File: config.mk
export PLATFORM = sky130hd
export DESIGN_NAME = spectrum_average_peak_decimator_core_flat
export DESIGN_NICKNAME = d
export VERILOG_FILES = /design/src/rtl/core/sapd_pkg.sv /design/src/rtl/core/sapd_if.sv /design/src/rtl/core/sapd_udiv.sv /design/src/rtl/core/sapd_queue.sv /design/src/rtl/core/sapd_front.sv /design/src/rtl/core/sapd_back.sv /design/src/rtl/core/spectrum_average_peak_decimator_core.sv /design/src/flat_wrapper.sv
export SDC_FILE = /design/constraint.sdc
export NUM_CORES = 2
export LEC_CHECK = 0
export BUFFER_PORTS_ARGS = -buffer_cell sky130_fd_sc_hd__buf_2
export CAP_MARGIN = 0
export CORE_MARGIN = 2
export CORE_UTILIZATION = 40
export CTS_CLUSTER_SIZE = 14
export DETAILED_ROUTE_END_ITERATION = 10
export PLACE_DENSITY = 0.67
export SLEW_MARGIN = 0
export SYNTH_ARGS = -nofsm -noshare
export SYNTH_HDL_FRONTEND = slang
export SYNTH_HIERARCHICAL = 1
export SYNTH_SLANG_ARGS = --single-unit
File: constraint.sdc
create_clock -name clk -period 6.8 [get_ports clk]
set_input_delay 1.02 -clock clk [delete_from_list [all_inputs] [get_ports clk]]
set_output_delay 1.02 -clock clk [all_outputs]
set_load 0.02 [all_outputs]
File: src/rtl/core/sapd_pkg.sv
// Shared types and constants of the spectrum average/peak decimator.
`default_nettype none

package sapd_pkg;

  localparam int SAMPLE_W  = 32;
  localparam int SUM_W     = 48;
  localparam int CNT_W     = 17;
  localparam int IDX_W     = 16;
  localparam int CFG_W     = 17;
  localparam int CFG_IDX_W = 1;

  localparam logic [CNT_W-1:0] MAX_FRAME_LENGTH = 17'd65536;
  localparam logic [CFG_W-1:0] FRAME_LENGTH_RST = 17'd65536;
  localparam logic [CFG_W-1:0] PLOT_LENGTH_RST  = 17'd2048;
  localparam logic [CNT_W-1:0] BINS_RST         = 17'd2048;

  // -1000 dB in Q23.8
  localparam logic signed [SAMPLE_W-1:0] PEAK_FLOOR = -32'sd256000;

  localparam int Q_DEPTH = 4;
  localparam int Q_PTR_W = 2;
  localparam int Q_CNT_W = 3;

  localparam int DIV_STEPS = 48;
  localparam int DIV_CNT_W = 6;

  typedef enum logic [CFG_IDX_W-1:0] {
    REG_FRAME_LENGTH = 1'b0,
    REG_PLOT_LENGTH  = 1'b1
  } cfg_reg_t;

  typedef struct packed {
    logic [IDX_W-1:0]           bin_index;
    logic signed [SUM_W-1:0]    sum;
    logic signed [SAMPLE_W-1:0] peak;
    logic                       last_bin;
    logic [CNT_W-1:0]           spb;
  } bin_entry_t;

  typedef struct packed {
    logic full;
    logic empty;
  } q_stat_t;

endpackage

`default_nettype wire

File: src/rtl/core/sapd_if.sv
// Stream interfaces for the sample input and bin result channels.
`default_nettype none

interface sapd_in_if;
  logic                        valid;
  logic                        ready;
  logic signed [sapd_pkg::SAMPLE_W-1:0] power_sample;

  modport source (output valid, output power_sample, input ready);
  modport sink   (input valid, input power_sample, output ready);
endinterface

interface sapd_out_if;
  logic                                 valid;
  logic                                 ready;
  logic [sapd_pkg::IDX_W-1:0]           bin_index;
  logic signed [sapd_pkg::SAMPLE_W-1:0] bin_mean;
  logic signed [sapd_pkg::SAMPLE_W-1:0] bin_peak;
  logic                                 last_bin;

  modport source (output valid, output bin_index, output bin_mean, output bin_peak,
                  output last_bin, input ready);
  modport sink   (input valid, input bin_index, input bin_mean, input bin_peak,
                  input last_bin, output ready);
endinterface

`default_nettype wire

File: src/rtl/core/sapd_udiv.sv
// Restoring unsigned divider, 48-bit dividend by 17-bit divisor, one bit per cycle.
`default_nettype none

module sapd_udiv (
  input  wire logic                          clk,
  input  wire logic                          rst_n,
  input  wire logic                          start,
  input  wire logic [sapd_pkg::SUM_W-1:0]    dividend,
  input  wire logic [sapd_pkg::CNT_W-1:0]    divisor,
  output logic                               done,
  output logic [sapd_pkg::SUM_W-1:0]         quotient
);

  logic [sapd_pkg::CNT_W-1:0]     rem_r, rem_nxt;
  logic [sapd_pkg::SUM_W-1:0]     quo_r, quo_nxt;
  logic [sapd_pkg::CNT_W-1:0]     div_r;
  logic [sapd_pkg::DIV_CNT_W-1:0] cnt_r;
  logic                           busy_r;
  logic                           done_r;
  logic [sapd_pkg::CNT_W:0]       trial;
  logic [sapd_pkg::CNT_W:0]       diff;
  logic                           ge;

  always_comb begin
    trial   = {rem_r, quo_r[sapd_pkg::SUM_W-1]};
    diff    = trial - {1'b0, div_r};
    ge      = (trial >= {1'b0, div_r});
    rem_nxt = ge ? diff[sapd_pkg::CNT_W-1:0] : trial[sapd_pkg::CNT_W-1:0];
    quo_nxt = {quo_r[sapd_pkg::SUM_W-2:0], ge};
  end

  always_ff @(posedge clk) begin
    if (!rst_n) begin
      busy_r <= 1'b0;
      done_r <= 1'b0;
      cnt_r  <= '0;
    end else if (start) begin
      busy_r <= 1'b1;
      done_r <= 1'b0;
      cnt_r  <= sapd_pkg::DIV_CNT_W'(sapd_pkg::DIV_STEPS - 1);
    end else if (busy_r) begin
      cnt_r <= cnt_r - 1'b1;
      if (cnt_r == '0) begin
        busy_r <= 1'b0;
        done_r <= 1'b1;
      end
    end
  end

  always_ff @(posedge clk) begin
    if (start) begin
      rem_r <= '0;
      quo_r <= dividend;
      div_r <= divisor;
    end else if (busy_r) begin
      rem_r <= rem_nxt;
      quo_r <= quo_nxt;
    end
  end

  assign done     = done_r;
  assign quotient = quo_r;

endmodule

`default_nettype wire

File: src/rtl/core/sapd_queue.sv
// Short register queue of finished bins between front and back end.
`default_nettype none

module sapd_queue (
  input  wire logic                 clk,
  input  wire logic                 rst_n,
  input  wire logic                 push,
  input  wire sapd_pkg::bin_entry_t entry_in,
  input  wire logic                 pop,
  output sapd_pkg::bin_entry_t      entry_out,
  output sapd_pkg::q_stat_t         stat
);

  sapd_pkg::bin_entry_t mem_r [sapd_pkg::Q_DEPTH];
  logic [sapd_pkg::Q_PTR_W-1:0] wr_ptr_r;
  logic [sapd_pkg::Q_PTR_W-1:0] rd_ptr_r;
  logic [sapd_pkg::Q_CNT_W-1:0] count_r;

  always_ff @(posedge clk) begin
    if (!rst_n) begin
      wr_ptr_r <= '0;
      rd_ptr_r <= '0;
      count_r  <= '0;
    end else begin
      if (push) wr_ptr_r <= wr_ptr_r + 1'b1;
      if (pop)  rd_ptr_r <= rd_ptr_r + 1'b1;
      if (push && !pop) count_r <= count_r + 1'b1;
      else if (pop && !push) count_r <= count_r - 1'b1;
    end
  end

  always_ff @(posedge clk) begin
    if (push) mem_r[wr_ptr_r] <= entry_in;
  end

  assign entry_out  = mem_r[rd_ptr_r];
  assign stat.full  = (count_r == sapd_pkg::Q_CNT_W'(sapd_pkg::Q_DEPTH));
  assign stat.empty = (count_r == '0);

endmodule

`default_nettype wire

File: src/rtl/core/sapd_front.sv
// Front end: frame setup, sample accumulation and bin closing.
`default_nettype none

module sapd_front (
  input  wire logic                                 clk,
  input  wire logic                                 rst_n,
  input  wire logic [sapd_pkg::CFG_W-1:0]           frame_length,
  input  wire logic [sapd_pkg::CFG_W-1:0]           plot_length,
  input  wire logic                                 cfg_we,
  input  wire logic                                 in_valid,
  input  wire logic signed [sapd_pkg::SAMPLE_W-1:0] in_sample,
  output logic                                      in_ready,
  input  wire sapd_pkg::q_stat_t                    q_stat,
  output logic                                      push,
  output sapd_pkg::bin_entry_t                      entry
);

  localparam int SW = sapd_pkg::SUM_W;
  localparam int CW = sapd_pkg::CNT_W;

  logic [CW-1:0]                     spb_r, spb_nxt;
  logic [CW-1:0]                     bins_r, bins_nxt;
  logic [CW-1:0]                     pos_bin_r, pos_bin_nxt;
  logic [CW-1:0]                     cur_bin_r, cur_bin_nxt;
  logic [CW-1:0]                     pos_frame_r, pos_frame_nxt;
  logic signed [SW-1:0]              sum_r, sum_nxt;
  logic signed [sapd_pkg::SAMPLE_W-1:0] peak_r, peak_nxt;
  logic                              setup_done_r, setup_done_nxt;
  logic                              setup_busy_r, setup_busy_nxt;

  logic [CW-1:0]                     flen_eff;
  logic [CW-1:0]                     plen_eff;
  logic                              div_start;
  logic                              div_done;
  logic [SW-1:0]                     div_quo;
  logic [CW-1:0]                     width_q;
  logic                              acc;
  logic signed [SW-1:0]              sum_add;
  logic signed [sapd_pkg::SAMPLE_W-1:0] peak_max;
  logic [CW-1:0]                     pos_bin_inc;
  logic [CW-1:0]                     pos_frame_inc;
  logic [CW-1:0]                     cur_bin_inc;
  logic                              active;
  logic                              bin_full;
  logic                              frame_end;

  always_comb begin
    if (frame_length == '0) flen_eff = CW'(1);
    else if (frame_length > sapd_pkg::MAX_FRAME_LENGTH) flen_eff = sapd_pkg::MAX_FRAME_LENGTH;
    else flen_eff = frame_length;
    plen_eff = (plot_length == '0) ? CW'(1) : plot_length;
  end

  // Bin width for the next frame, worked out before its first sample
  assign div_start = (pos_frame_r == '0) && !setup_done_r && !setup_busy_r && !cfg_we;
  assign width_q   = div_quo[CW-1:0];

  sapd_udiv u_div (
    .clk      (clk),
    .rst_n    (rst_n),
    .start    (div_start),
    .dividend ({{(SW-CW){1'b0}}, flen_eff}),
    .divisor  (plen_eff),
    .done     (div_done),
    .quotient (div_quo)
  );

  assign in_ready = ((pos_frame_r != '0) || setup_done_r) && !q_stat.full;
  assign acc      = in_valid && in_ready;

  always_comb begin
    sum_add       = sum_r + SW'(in_sample);
    peak_max      = (in_sample > peak_r) ? in_sample : peak_r;
    pos_bin_inc   = pos_bin_r + 1'b1;
    pos_frame_inc = pos_frame_r + 1'b1;
    cur_bin_inc   = cur_bin_r + 1'b1;
    active        = (cur_bin_r < bins_r);
    bin_full      = active && (pos_bin_inc >= spb_r);
    frame_end     = (pos_frame_inc >= flen_eff);
  end

  always_comb begin
    spb_nxt        = spb_r;
    bins_nxt       = bins_r;
    pos_bin_nxt    = pos_bin_r;
    cur_bin_nxt    = cur_bin_r;
    pos_frame_nxt  = pos_frame_r;
    sum_nxt        = sum_r;
    peak_nxt       = peak_r;
    setup_done_nxt = setup_done_r;
    setup_busy_nxt = setup_busy_r;

    if (div_start) setup_busy_nxt = 1'b1;
    if (setup_busy_r && div_done) begin
      setup_busy_nxt = 1'b0;
      setup_done_nxt = 1'b1;
      if (width_q == '0) begin
        spb_nxt  = CW'(1);
        bins_nxt = flen_eff;
      end else begin
        spb_nxt  = width_q;
        bins_nxt = plen_eff;
      end
    end

    if (acc) begin
      if (active) begin
        sum_nxt     = sum_add;
        peak_nxt    = peak_max;
        pos_bin_nxt = pos_bin_inc;
        if (bin_full) begin
          cur_bin_nxt = cur_bin_inc;
          pos_bin_nxt = '0;
          sum_nxt     = '0;
          peak_nxt    = sapd_pkg::PEAK_FLOOR;
        end
      end
      if (frame_end) begin
        pos_frame_nxt  = '0;
        cur_bin_nxt    = '0;
        pos_bin_nxt    = '0;
        sum_nxt        = '0;
        peak_nxt       = sapd_pkg::PEAK_FLOOR;
        setup_done_nxt = 1'b0;
      end else begin
        pos_frame_nxt = pos_frame_inc;
      end
    end

    // Drop any setup in flight on a register write: redo it with new values
    if (cfg_we) begin
      setup_done_nxt = 1'b0;
      setup_busy_nxt = 1'b0;
    end
  end

  always_ff @(posedge clk) begin
    if (!rst_n) begin
      spb_r        <= CW'(1);
      bins_r       <= sapd_pkg::BINS_RST;
      pos_bin_r    <= '0;
      cur_bin_r    <= '0;
      pos_frame_r  <= '0;
      sum_r        <= '0;
      peak_r       <= sapd_pkg::PEAK_FLOOR;
      setup_done_r <= 1'b0;
      setup_busy_r <= 1'b0;
    end else begin
      spb_r        <= spb_nxt;
      bins_r       <= bins_nxt;
      pos_bin_r    <= pos_bin_nxt;
      cur_bin_r    <= cur_bin_nxt;
      pos_frame_r  <= pos_frame_nxt;
      sum_r        <= sum_nxt;
      peak_r       <= peak_nxt;
      setup_done_r <= setup_done_nxt;
      setup_busy_r <= setup_busy_nxt;
    end
  end

  assign push           = acc && bin_full;
  assign entry.bin_index = cur_bin_r[sapd_pkg::IDX_W-1:0];
  assign entry.sum      = sum_add;
  assign entry.peak     = peak_max;
  assign entry.last_bin = (cur_bin_inc == bins_r);
  assign entry.spb      = spb_r;

endmodule

`default_nettype wire

File: src/rtl/core/sapd_back.sv
// Back end: divides each bin sum by its width and drives the result register.
`default_nettype none

module sapd_back (
  input  wire logic                     clk,
  input  wire logic                     rst_n,
  input  wire sapd_pkg::bin_entry_t     q_entry,
  input  wire sapd_pkg::q_stat_t        q_stat,
  output logic                          pop,
  input  wire logic                     out_ready,
  output logic                          out_valid,
  output logic [sapd_pkg::IDX_W-1:0]    out_bin_index,
  output logic signed [sapd_pkg::SAMPLE_W-1:0] out_bin_mean,
  output logic signed [sapd_pkg::SAMPLE_W-1:0] out_bin_peak,
  output logic                          out_last_bin
);

  localparam int SW = sapd_pkg::SUM_W;
  localparam int DW = sapd_pkg::SAMPLE_W;

  typedef enum logic [1:0] {
    B_IDLE = 2'b01,
    B_DIV  = 2'b10
  } back_state_t;

  back_state_t state_r, state_nxt;

  logic                          out_valid_r, out_valid_nxt;
  logic [sapd_pkg::IDX_W-1:0]    idx_r;
  logic signed [DW-1:0]          mean_r;
  logic signed [DW-1:0]          peak_r;
  logic                          last_r;

  logic [sapd_pkg::IDX_W-1:0]    h_idx_r;
  logic signed [DW-1:0]          h_peak_r;
  logic                          h_last_r;
  logic                          h_neg_r;

  logic                          slot_free;
  logic                          direct;
  logic                          div_start;
  logic                          div_done;
  logic [SW-1:0]                 div_quo;
  logic [SW-1:0]                 sum_mag;
  logic [DW-1:0]                 q_low;
  logic                          load_direct;
  logic                          load_div;

  assign slot_free = !out_valid_r || out_ready;
  assign direct    = (q_entry.spb == sapd_pkg::CNT_W'(1));
  assign sum_mag   = q_entry.sum[SW-1] ? SW'(-q_entry.sum) : SW'(q_entry.sum);
  assign q_low     = div_quo[DW-1:0];

  sapd_udiv u_div (
    .clk      (clk),
    .rst_n    (rst_n),
    .start    (div_start),
    .dividend (sum_mag),
    .divisor  (q_entry.spb),
    .done     (div_done),
    .quotient (div_quo)
  );

  always_comb begin
    state_nxt   = state_r;
    load_direct = 1'b0;
    load_div    = 1'b0;
    div_start   = 1'b0;
    pop         = 1'b0;
    case (state_r)
      B_IDLE: begin
        if (!q_stat.empty) begin
          if (direct) begin
            if (slot_free) begin
              load_direct = 1'b1;
              pop         = 1'b1;
            end
          end else begin
            div_start = 1'b1;
            pop       = 1'b1;
            state_nxt = B_DIV;
          end
        end
      end
      B_DIV: begin
        if (div_done && slot_free) begin
          load_div  = 1'b1;
          state_nxt = B_IDLE;
        end
      end
      default: state_nxt = B_IDLE;
    endcase

    out_valid_nxt = out_valid_r;
    if (load_direct || load_div) out_valid_nxt = 1'b1;
    else if (out_ready) out_valid_nxt = 1'b0;
  end

  always_ff @(posedge clk) begin
    if (!rst_n) begin
      state_r     <= B_IDLE;
      out_valid_r <= 1'b0;
    end else begin
      state_r     <= state_nxt;
      out_valid_r <= out_valid_nxt;
    end
  end

  always_ff @(posedge clk) begin
    if (div_start) begin
      h_idx_r  <= q_entry.bin_index;
      h_peak_r <= q_entry.peak;
      h_last_r <= q_entry.last_bin;
      h_neg_r  <= q_entry.sum[SW-1];
    end
    if (load_direct) begin
      idx_r  <= q_entry.bin_index;
      mean_r <= q_entry.sum[DW-1:0];
      peak_r <= q_entry.peak;
      last_r <= q_entry.last_bin;
    end else if (load_div) begin
      idx_r  <= h_idx_r;
      mean_r <= h_neg_r ? DW'(-q_low) : q_low;
      peak_r <= h_peak_r;
      last_r <= h_last_r;
    end
  end

  assign out_valid     = out_valid_r;
  assign out_bin_index = idx_r;
  assign out_bin_mean  = mean_r;
  assign out_bin_peak  = peak_r;
  assign out_last_bin  = last_r;

endmodule

`default_nettype wire

File: src/rtl/core/spectrum_average_peak_decimator_core.sv
// Top level of the spectrum average/peak decimator.
//
// Usage: power samples (signed Q23.8) enter on in_if, one per transaction.
// Each frame of frame_length samples is cut into bins of
// frame_length / plot_length samples (at least one); for each bin one
// transaction on out_if carries its index, mean (truncated toward zero),
// peak (floored at -1000 dB) and a flag for the frame's final bin.
// Samples past the last whole bin are counted and dropped.
// Write frame_length (index 0) and plot_length (index 1) through cfg_we,
// cfg_index and cfg_wdata while no transaction is in flight.
// Frame setup: before the first sample of a frame, a 48-step serial divider
// works out the bin width; in_if.ready is low from the frame's last
// sample until that setup is through (start, 48 divide steps, finish).
// Within a frame one sample is taken per cycle while the bin queue
// (4 entries) has room. A bin of width one passes straight to the result
// register. Wider bins go through a second 48-step divider, one bin at a
// time: the next bin leaves the queue only once the last result is loaded,
// which sets the sustained rate for narrow bins.
// From a bin's last sample to out_if.valid the bin passes the queue and
// the result register, and for wider bins also the divider.
// Reset (rst_n low, synchronous) restores the register defaults, empties
// the queue and the result register. A stalled receiver holds the result
// register; the queue then fills and in_if.ready drops.
`default_nettype none

module spectrum_average_peak_decimator_core (
  input  wire logic                               clk,
  input  wire logic                               rst_n,
  input  wire logic                               cfg_we,
  input  wire logic [sapd_pkg::CFG_IDX_W-1:0]     cfg_index,
  input  wire logic [sapd_pkg::CFG_W-1:0]         cfg_wdata,
  sapd_in_if.sink                                 in_if,
  sapd_out_if.source                              out_if
);

  logic [sapd_pkg::CFG_W-1:0] frame_length_r;
  logic [sapd_pkg::CFG_W-1:0] plot_length_r;

  sapd_pkg::bin_entry_t push_entry;
  sapd_pkg::bin_entry_t pop_entry;
  sapd_pkg::q_stat_t    q_stat;
  logic                 push;
  logic                 pop;
  logic                 in_ready;

  // Hold configuration registers; unknown indexes are ignored
  always_ff @(posedge clk) begin
    if (!rst_n) begin
      frame_length_r <= sapd_pkg::FRAME_LENGTH_RST;
      plot_length_r  <= sapd_pkg::PLOT_LENGTH_RST;
    end else if (cfg_we) begin
      case (cfg_index)
        sapd_pkg::REG_FRAME_LENGTH: frame_length_r <= cfg_wdata;
        sapd_pkg::REG_PLOT_LENGTH:  plot_length_r  <= cfg_wdata;
        default: ;
      endcase
    end
  end

  // Front end: accept samples, accumulate, close bins into the queue
  sapd_front u_front (
    .clk          (clk),
    .rst_n        (rst_n),
    .frame_length (frame_length_r),
    .plot_length  (plot_length_r),
    .cfg_we       (cfg_we),
    .in_valid     (in_if.valid),
    .in_sample    (in_if.power_sample),
    .in_ready     (in_ready),
    .q_stat       (q_stat),
    .push         (push),
    .entry        (push_entry)
  );

  assign in_if.ready = in_ready;

  // Decouple the two sides
  sapd_queue u_queue (
    .clk       (clk),
    .rst_n     (rst_n),
    .push      (push),
    .entry_in  (push_entry),
    .pop       (pop),
    .entry_out (pop_entry),
    .stat      (q_stat)
  );

  // Back end: divide and present results
  sapd_back u_back (
    .clk           (clk),
    .rst_n         (rst_n),
    .q_entry       (pop_entry),
    .q_stat        (q_stat),
    .pop           (pop),
    .out_ready     (out_if.ready),
    .out_valid     (out_if.valid),
    .out_bin_index (out_if.bin_index),
    .out_bin_mean  (out_if.bin_mean),
    .out_bin_peak  (out_if.bin_peak),
    .out_last_bin  (out_if.last_bin)
  );

  // A sample is never taken while the queue cannot hold a closed bin
  a_accept_room: assert property (@(posedge clk) disable iff (!rst_n)
    (in_if.valid && in_if.ready) |-> !q_stat.full)
    else $error("sample accepted with bin queue full");

  // A bin pushed is visible in the queue on the next cycle
  a_push_lands: assert property (@(posedge clk) disable iff (!rst_n)
    push |=> !q_stat.empty)
    else $error("pushed bin missing from queue");

  // The back end only pops what is there
  a_pop_nonempty: assert property (@(posedge clk) disable iff (!rst_n)
    pop |-> !q_stat.empty)
    else $error("pop from empty bin queue");

endmodule

`default_nettype wire

File: src/flat_wrapper.sv
// flat-port wrapper written by rule: the top's interface ports become plain ports
module spectrum_average_peak_decimator_core_flat 
  (clk, rst_n, cfg_we, cfg_index, cfg_wdata, in_if_valid, in_if_power_sample, in_if_ready, out_if_valid, out_if_bin_index, out_if_bin_mean, out_if_bin_peak, out_if_last_bin, out_if_ready);
  sapd_in_if in_if_i ();
  sapd_out_if out_if_i ();
  input  wire logic clk;
  input  wire logic rst_n;
  input  wire logic cfg_we;
  input  wire logic [sapd_pkg::CFG_IDX_W-1:0] cfg_index;
  input  wire logic [sapd_pkg::CFG_W-1:0] cfg_wdata;
  input wire logic [$bits(in_if_i.valid)-1:0] in_if_valid;
  input wire logic [$bits(in_if_i.power_sample)-1:0] in_if_power_sample;
  output wire logic [$bits(in_if_i.ready)-1:0] in_if_ready;
  output wire logic [$bits(out_if_i.valid)-1:0] out_if_valid;
  output wire logic [$bits(out_if_i.bin_index)-1:0] out_if_bin_index;
  output wire logic [$bits(out_if_i.bin_mean)-1:0] out_if_bin_mean;
  output wire logic [$bits(out_if_i.bin_peak)-1:0] out_if_bin_peak;
  output wire logic [$bits(out_if_i.last_bin)-1:0] out_if_last_bin;
  input wire logic [$bits(out_if_i.ready)-1:0] out_if_ready;
  assign in_if_i.valid = in_if_valid;
  assign in_if_i.power_sample = in_if_power_sample;
  assign in_if_ready = in_if_i.ready;
  assign out_if_valid = out_if_i.valid;
  assign out_if_bin_index = out_if_i.bin_index;
  assign out_if_bin_mean = out_if_i.bin_mean;
  assign out_if_bin_peak = out_if_i.bin_peak;
  assign out_if_last_bin = out_if_i.last_bin;
  assign out_if_i.ready = out_if_ready;
  spectrum_average_peak_decimator_core u_core (.clk(clk), .rst_n(rst_n), .cfg_we(cfg_we), .cfg_index(cfg_index), .cfg_wdata(cfg_wdata), .in_if(in_if_i), .out_if(out_if_i));
endmodule
==> impl_metrics.ini <==
[power]
p_switching_w = 0.00501
p_int_w = 0.0124
power_frac_clock = 0.335
comb_power_share = 0.220
power.leakage_nw = 18.9
ir_drop_mv = 0.279
seqPwrFrac = 0.445
p_sw_frac = 0.287
power_density_mw_per_mm2 = 333

[die]
die_area_sq_mm = 0.119
rows = 125
fp.dieH_um = 346
fp.coreArea_sq_mm = 0.116
boundaryPins = 138
dieWidth_um = 346
initial_core_util = 0.403

[route]
initialDrtViolationCount = 2724
ant_nets = 0
drcViolationCount = 0
first_pass_iters = 5
viasPerCell = 5.52
avgRoutedWirePerCell_um = 19.9
route.vias.total = 29697
drt_wl_total_mm = 107

[finish]
final_common_cell = edfxtp_1
layout-drive-gt1-share = 0.174
final_cell_mix = 717 x edfxtp_1, 307 x nand2_1, 261 x dfxtp_1, 200 x nor2_1, 179 x a21oi_1
n_fill_cell = 10307
nets = 4003
syn2layout_area_growth_pct = 12.2

[hold_path]
hold_class = flop to flop
hold_path_depth = 2

[clocking]
cts_buffer_depth = 3
cts_resized = 0
clk_pin_slew_ns = 0.06
cts_tree = built
post_cts_buffers = 0
ctsHoldBuffers = 0
ctsRootBufferMaster = clkbuf_16
clock_sinks = 980
htreeDepth = 3
tritoncts.num_buffers = 102
clk_latency_ns = 0.70

[setup_path]
start_kind = flop
slowest_stage = and2_4
setup.worst_path.end_class = flop
critPathArrivalTime_ns = 5.68
cp_max_fo = 38
required_ns = 7.13
cpPeakStageDelay_ns = 0.68
r2r_cells = 17
cpMostUsedCell = and3_1
critical_path_class = flop to flop
crit_chain = ha_1, and3_1, and3_1, and3_1, and3_1, nand3_1, xnor2_1, ha_1, nand2_1, o21ai_0, a2111oi_0, o21ai_1, a311o_1, nand2_1, nor2_1, and2_4, buf_4

[placed_design]
io_buffers = 137
hpwlAfterDp_mm = 73.2
routabilityCongestion = 0.896

[synth]
synthArstFlopShare = 0
ys_seq_area_frac = 0.574
synth_top_flop_cell = edfxtp_1
synthesis.instances = 3657
syn-mean-instance-area_sq_um = 12.8
synth_area_sq_mm = 0.0467
synth_edf_count = 717
synth_cell_types = 94
yosysWarnings = 6
ys_seq_elements = 980

[sta]
finalSetupTns_ns = 0
layout_min_cycle_time_ns = 5.34
worst_clock_skew_ns = 0.0646
finalSetupViolCount = 0
hold_viol = 0
worst_slew_pin_slew_ns = 1.26
hold_ws_ns = 0.456
fmax_ghz = 0.187
slew-limit-headroom = 0.158
final.period_utilization = 0.786
rsz0062_at_grt = false
finalMaxSlewViolations = 0

[global_routing]
grt_usage = 0.176
gr-total-overflow = 0
grt_pass1_vias = 29087
grt_max_degree = 76
grt_first_pass_wirelength_mm = 167
antenna_found_initial = 14

[run]
drv_cap = 0

[run_status]
run_status = completed
==> final cells by class <==
cell class,instances,area (sq um),area share
repair buffers,179,1090,0.0208
multi-input cells,2346,18400,0.352
clock buffers,122,2730,0.0522
clock inverters,69,797,0.0152
well taps,1524,1910,0.0364
diodes,7,17.5,0.000335
flip-flops and latches,980,26800,0.512
inverters,157,589,0.0113
==> kinds of logic after synthesis <==
logic type | share of synthesized area
flip-flops | 0.574
AND/OR/NAND/NOR | 0.0900
AO/OA/AOI/OAI | 0.107
buffers and inverters | 0.0356
multiplexers | 0.102
XOR/XNOR | 0.0417
adder cells (fa/ha/maj) | 0.0494
other | 0.0000804
==> routing by layer <==
metal / vias to the layer above / share of wire / GRT usage
met3: 160 / 0.062 / 0.0331
met2: 827 / 0.47 / 0.284
met4: 10 / 0.027 / 0.0568
met5: - / 0.00054 / 0
met1: 14700 / 0.44 / 0.239
li1: 14000 / - / -
==> path summary, 6_finish.rpt <==
check | start | end | slack, ns
hold reg to reg | u_core/u_front/bins_r[0] | u_core/u_front/bins_r[0] | 0.46
setup reg to reg | u_core/u_front/pos_bin_r[0] | u_core/u_queue/mem_r[1][40] | 1.46
setup / recovery | u_core/u_front/pos_bin_r[0] | u_core/u_queue/mem_r[1][40] | 1.46
hold / removal | u_core/u_front/bins_r[0] | u_core/u_front/bins_r[0] | 0.46
==> metrics by stage <==
step                      instance area (sq um)  std cells  worst slack (ns)  total power, W   util
after detailed placement                  48800       5186              1.51          0.0117  0.421
after floorplan                           46800       3687             0.220          0.0108      -
after CTS                                 52300       5377              1.47          0.0176  0.451
after global routing                      52300       5384              1.03          0.0183  0.452
after global placement                    48800       5186              1.64          0.0116  0.421
final                                     52300       5384              1.46          0.0175  0.452
==> Yosys cell counts, types with 98 or more instances <==
| cell type | instances | area (sq um) |
|---|---|---|
| ha_1 | 178 | 2230 |
| a21oi_1 | 179 | 896 |
| nor2_1 | 201 | 754 |
| xor2_1 | 98 | 858 |
| edfxtp_1 | 717 | 21500 |
| dfxtp_1 | 263 | 5270 |
| inv_1 | 157 | 589 |
| nand2_1 | 307 | 1150 |
| xnor2_1 | 124 | 1090 |
| o21ai_0 | 145 | 726 |
| clkbuf_1 | 123 | 462 |
| mux2_2 | 147 | 1660 |
| mux4_2 | 114 | 2570 |
==> power groups by stage <==
stage / clock [W] / sequential (W) / combinational (W)
final: 0.00584 / 0.00777 / 0.00384
after detailed placement: 0 / 0.00789 / 0.00383
after global placement: 0 / 0.00788 / 0.00377
after floorplan: 0 / 0.00768 / 0.00310
after CTS: 0.00597 / 0.00777 / 0.00386
after global routing: 0.00622 / 0.00784 / 0.00422
==> registers in the layout, summed over array words and instances, names as in the netlist, 32 cells and up, named ones only <==
register	flops
u_core/u_front/u_div/quotient	48
u_core/u_back/u_div/quotient	48
u_core/u_back/out_bin_mean	32
u_core/u_back/out_bin_peak	32
u_core/u_front/peak_r	32
u_core/u_queue/mem_r	456
u_core/u_back/h_peak_r	32
u_core/u_front/sum_r	48
==> worst max-delay path: cells and delay by family, from the launching register on <==
family | cells | cell delay, ns
buffers and inverters | 1 | 0.48
adder cells (fa/ha/maj) | 2 | 0.57
flip-flops | 1 | 0.38
AND/OR/NAND/NOR | 9 | 2.56
AO/OA/AOI/OAI | 4 | 0.80
XOR/XNOR | 1 | 0.16
Note: power is estimated with default switching activity, not from simulation.
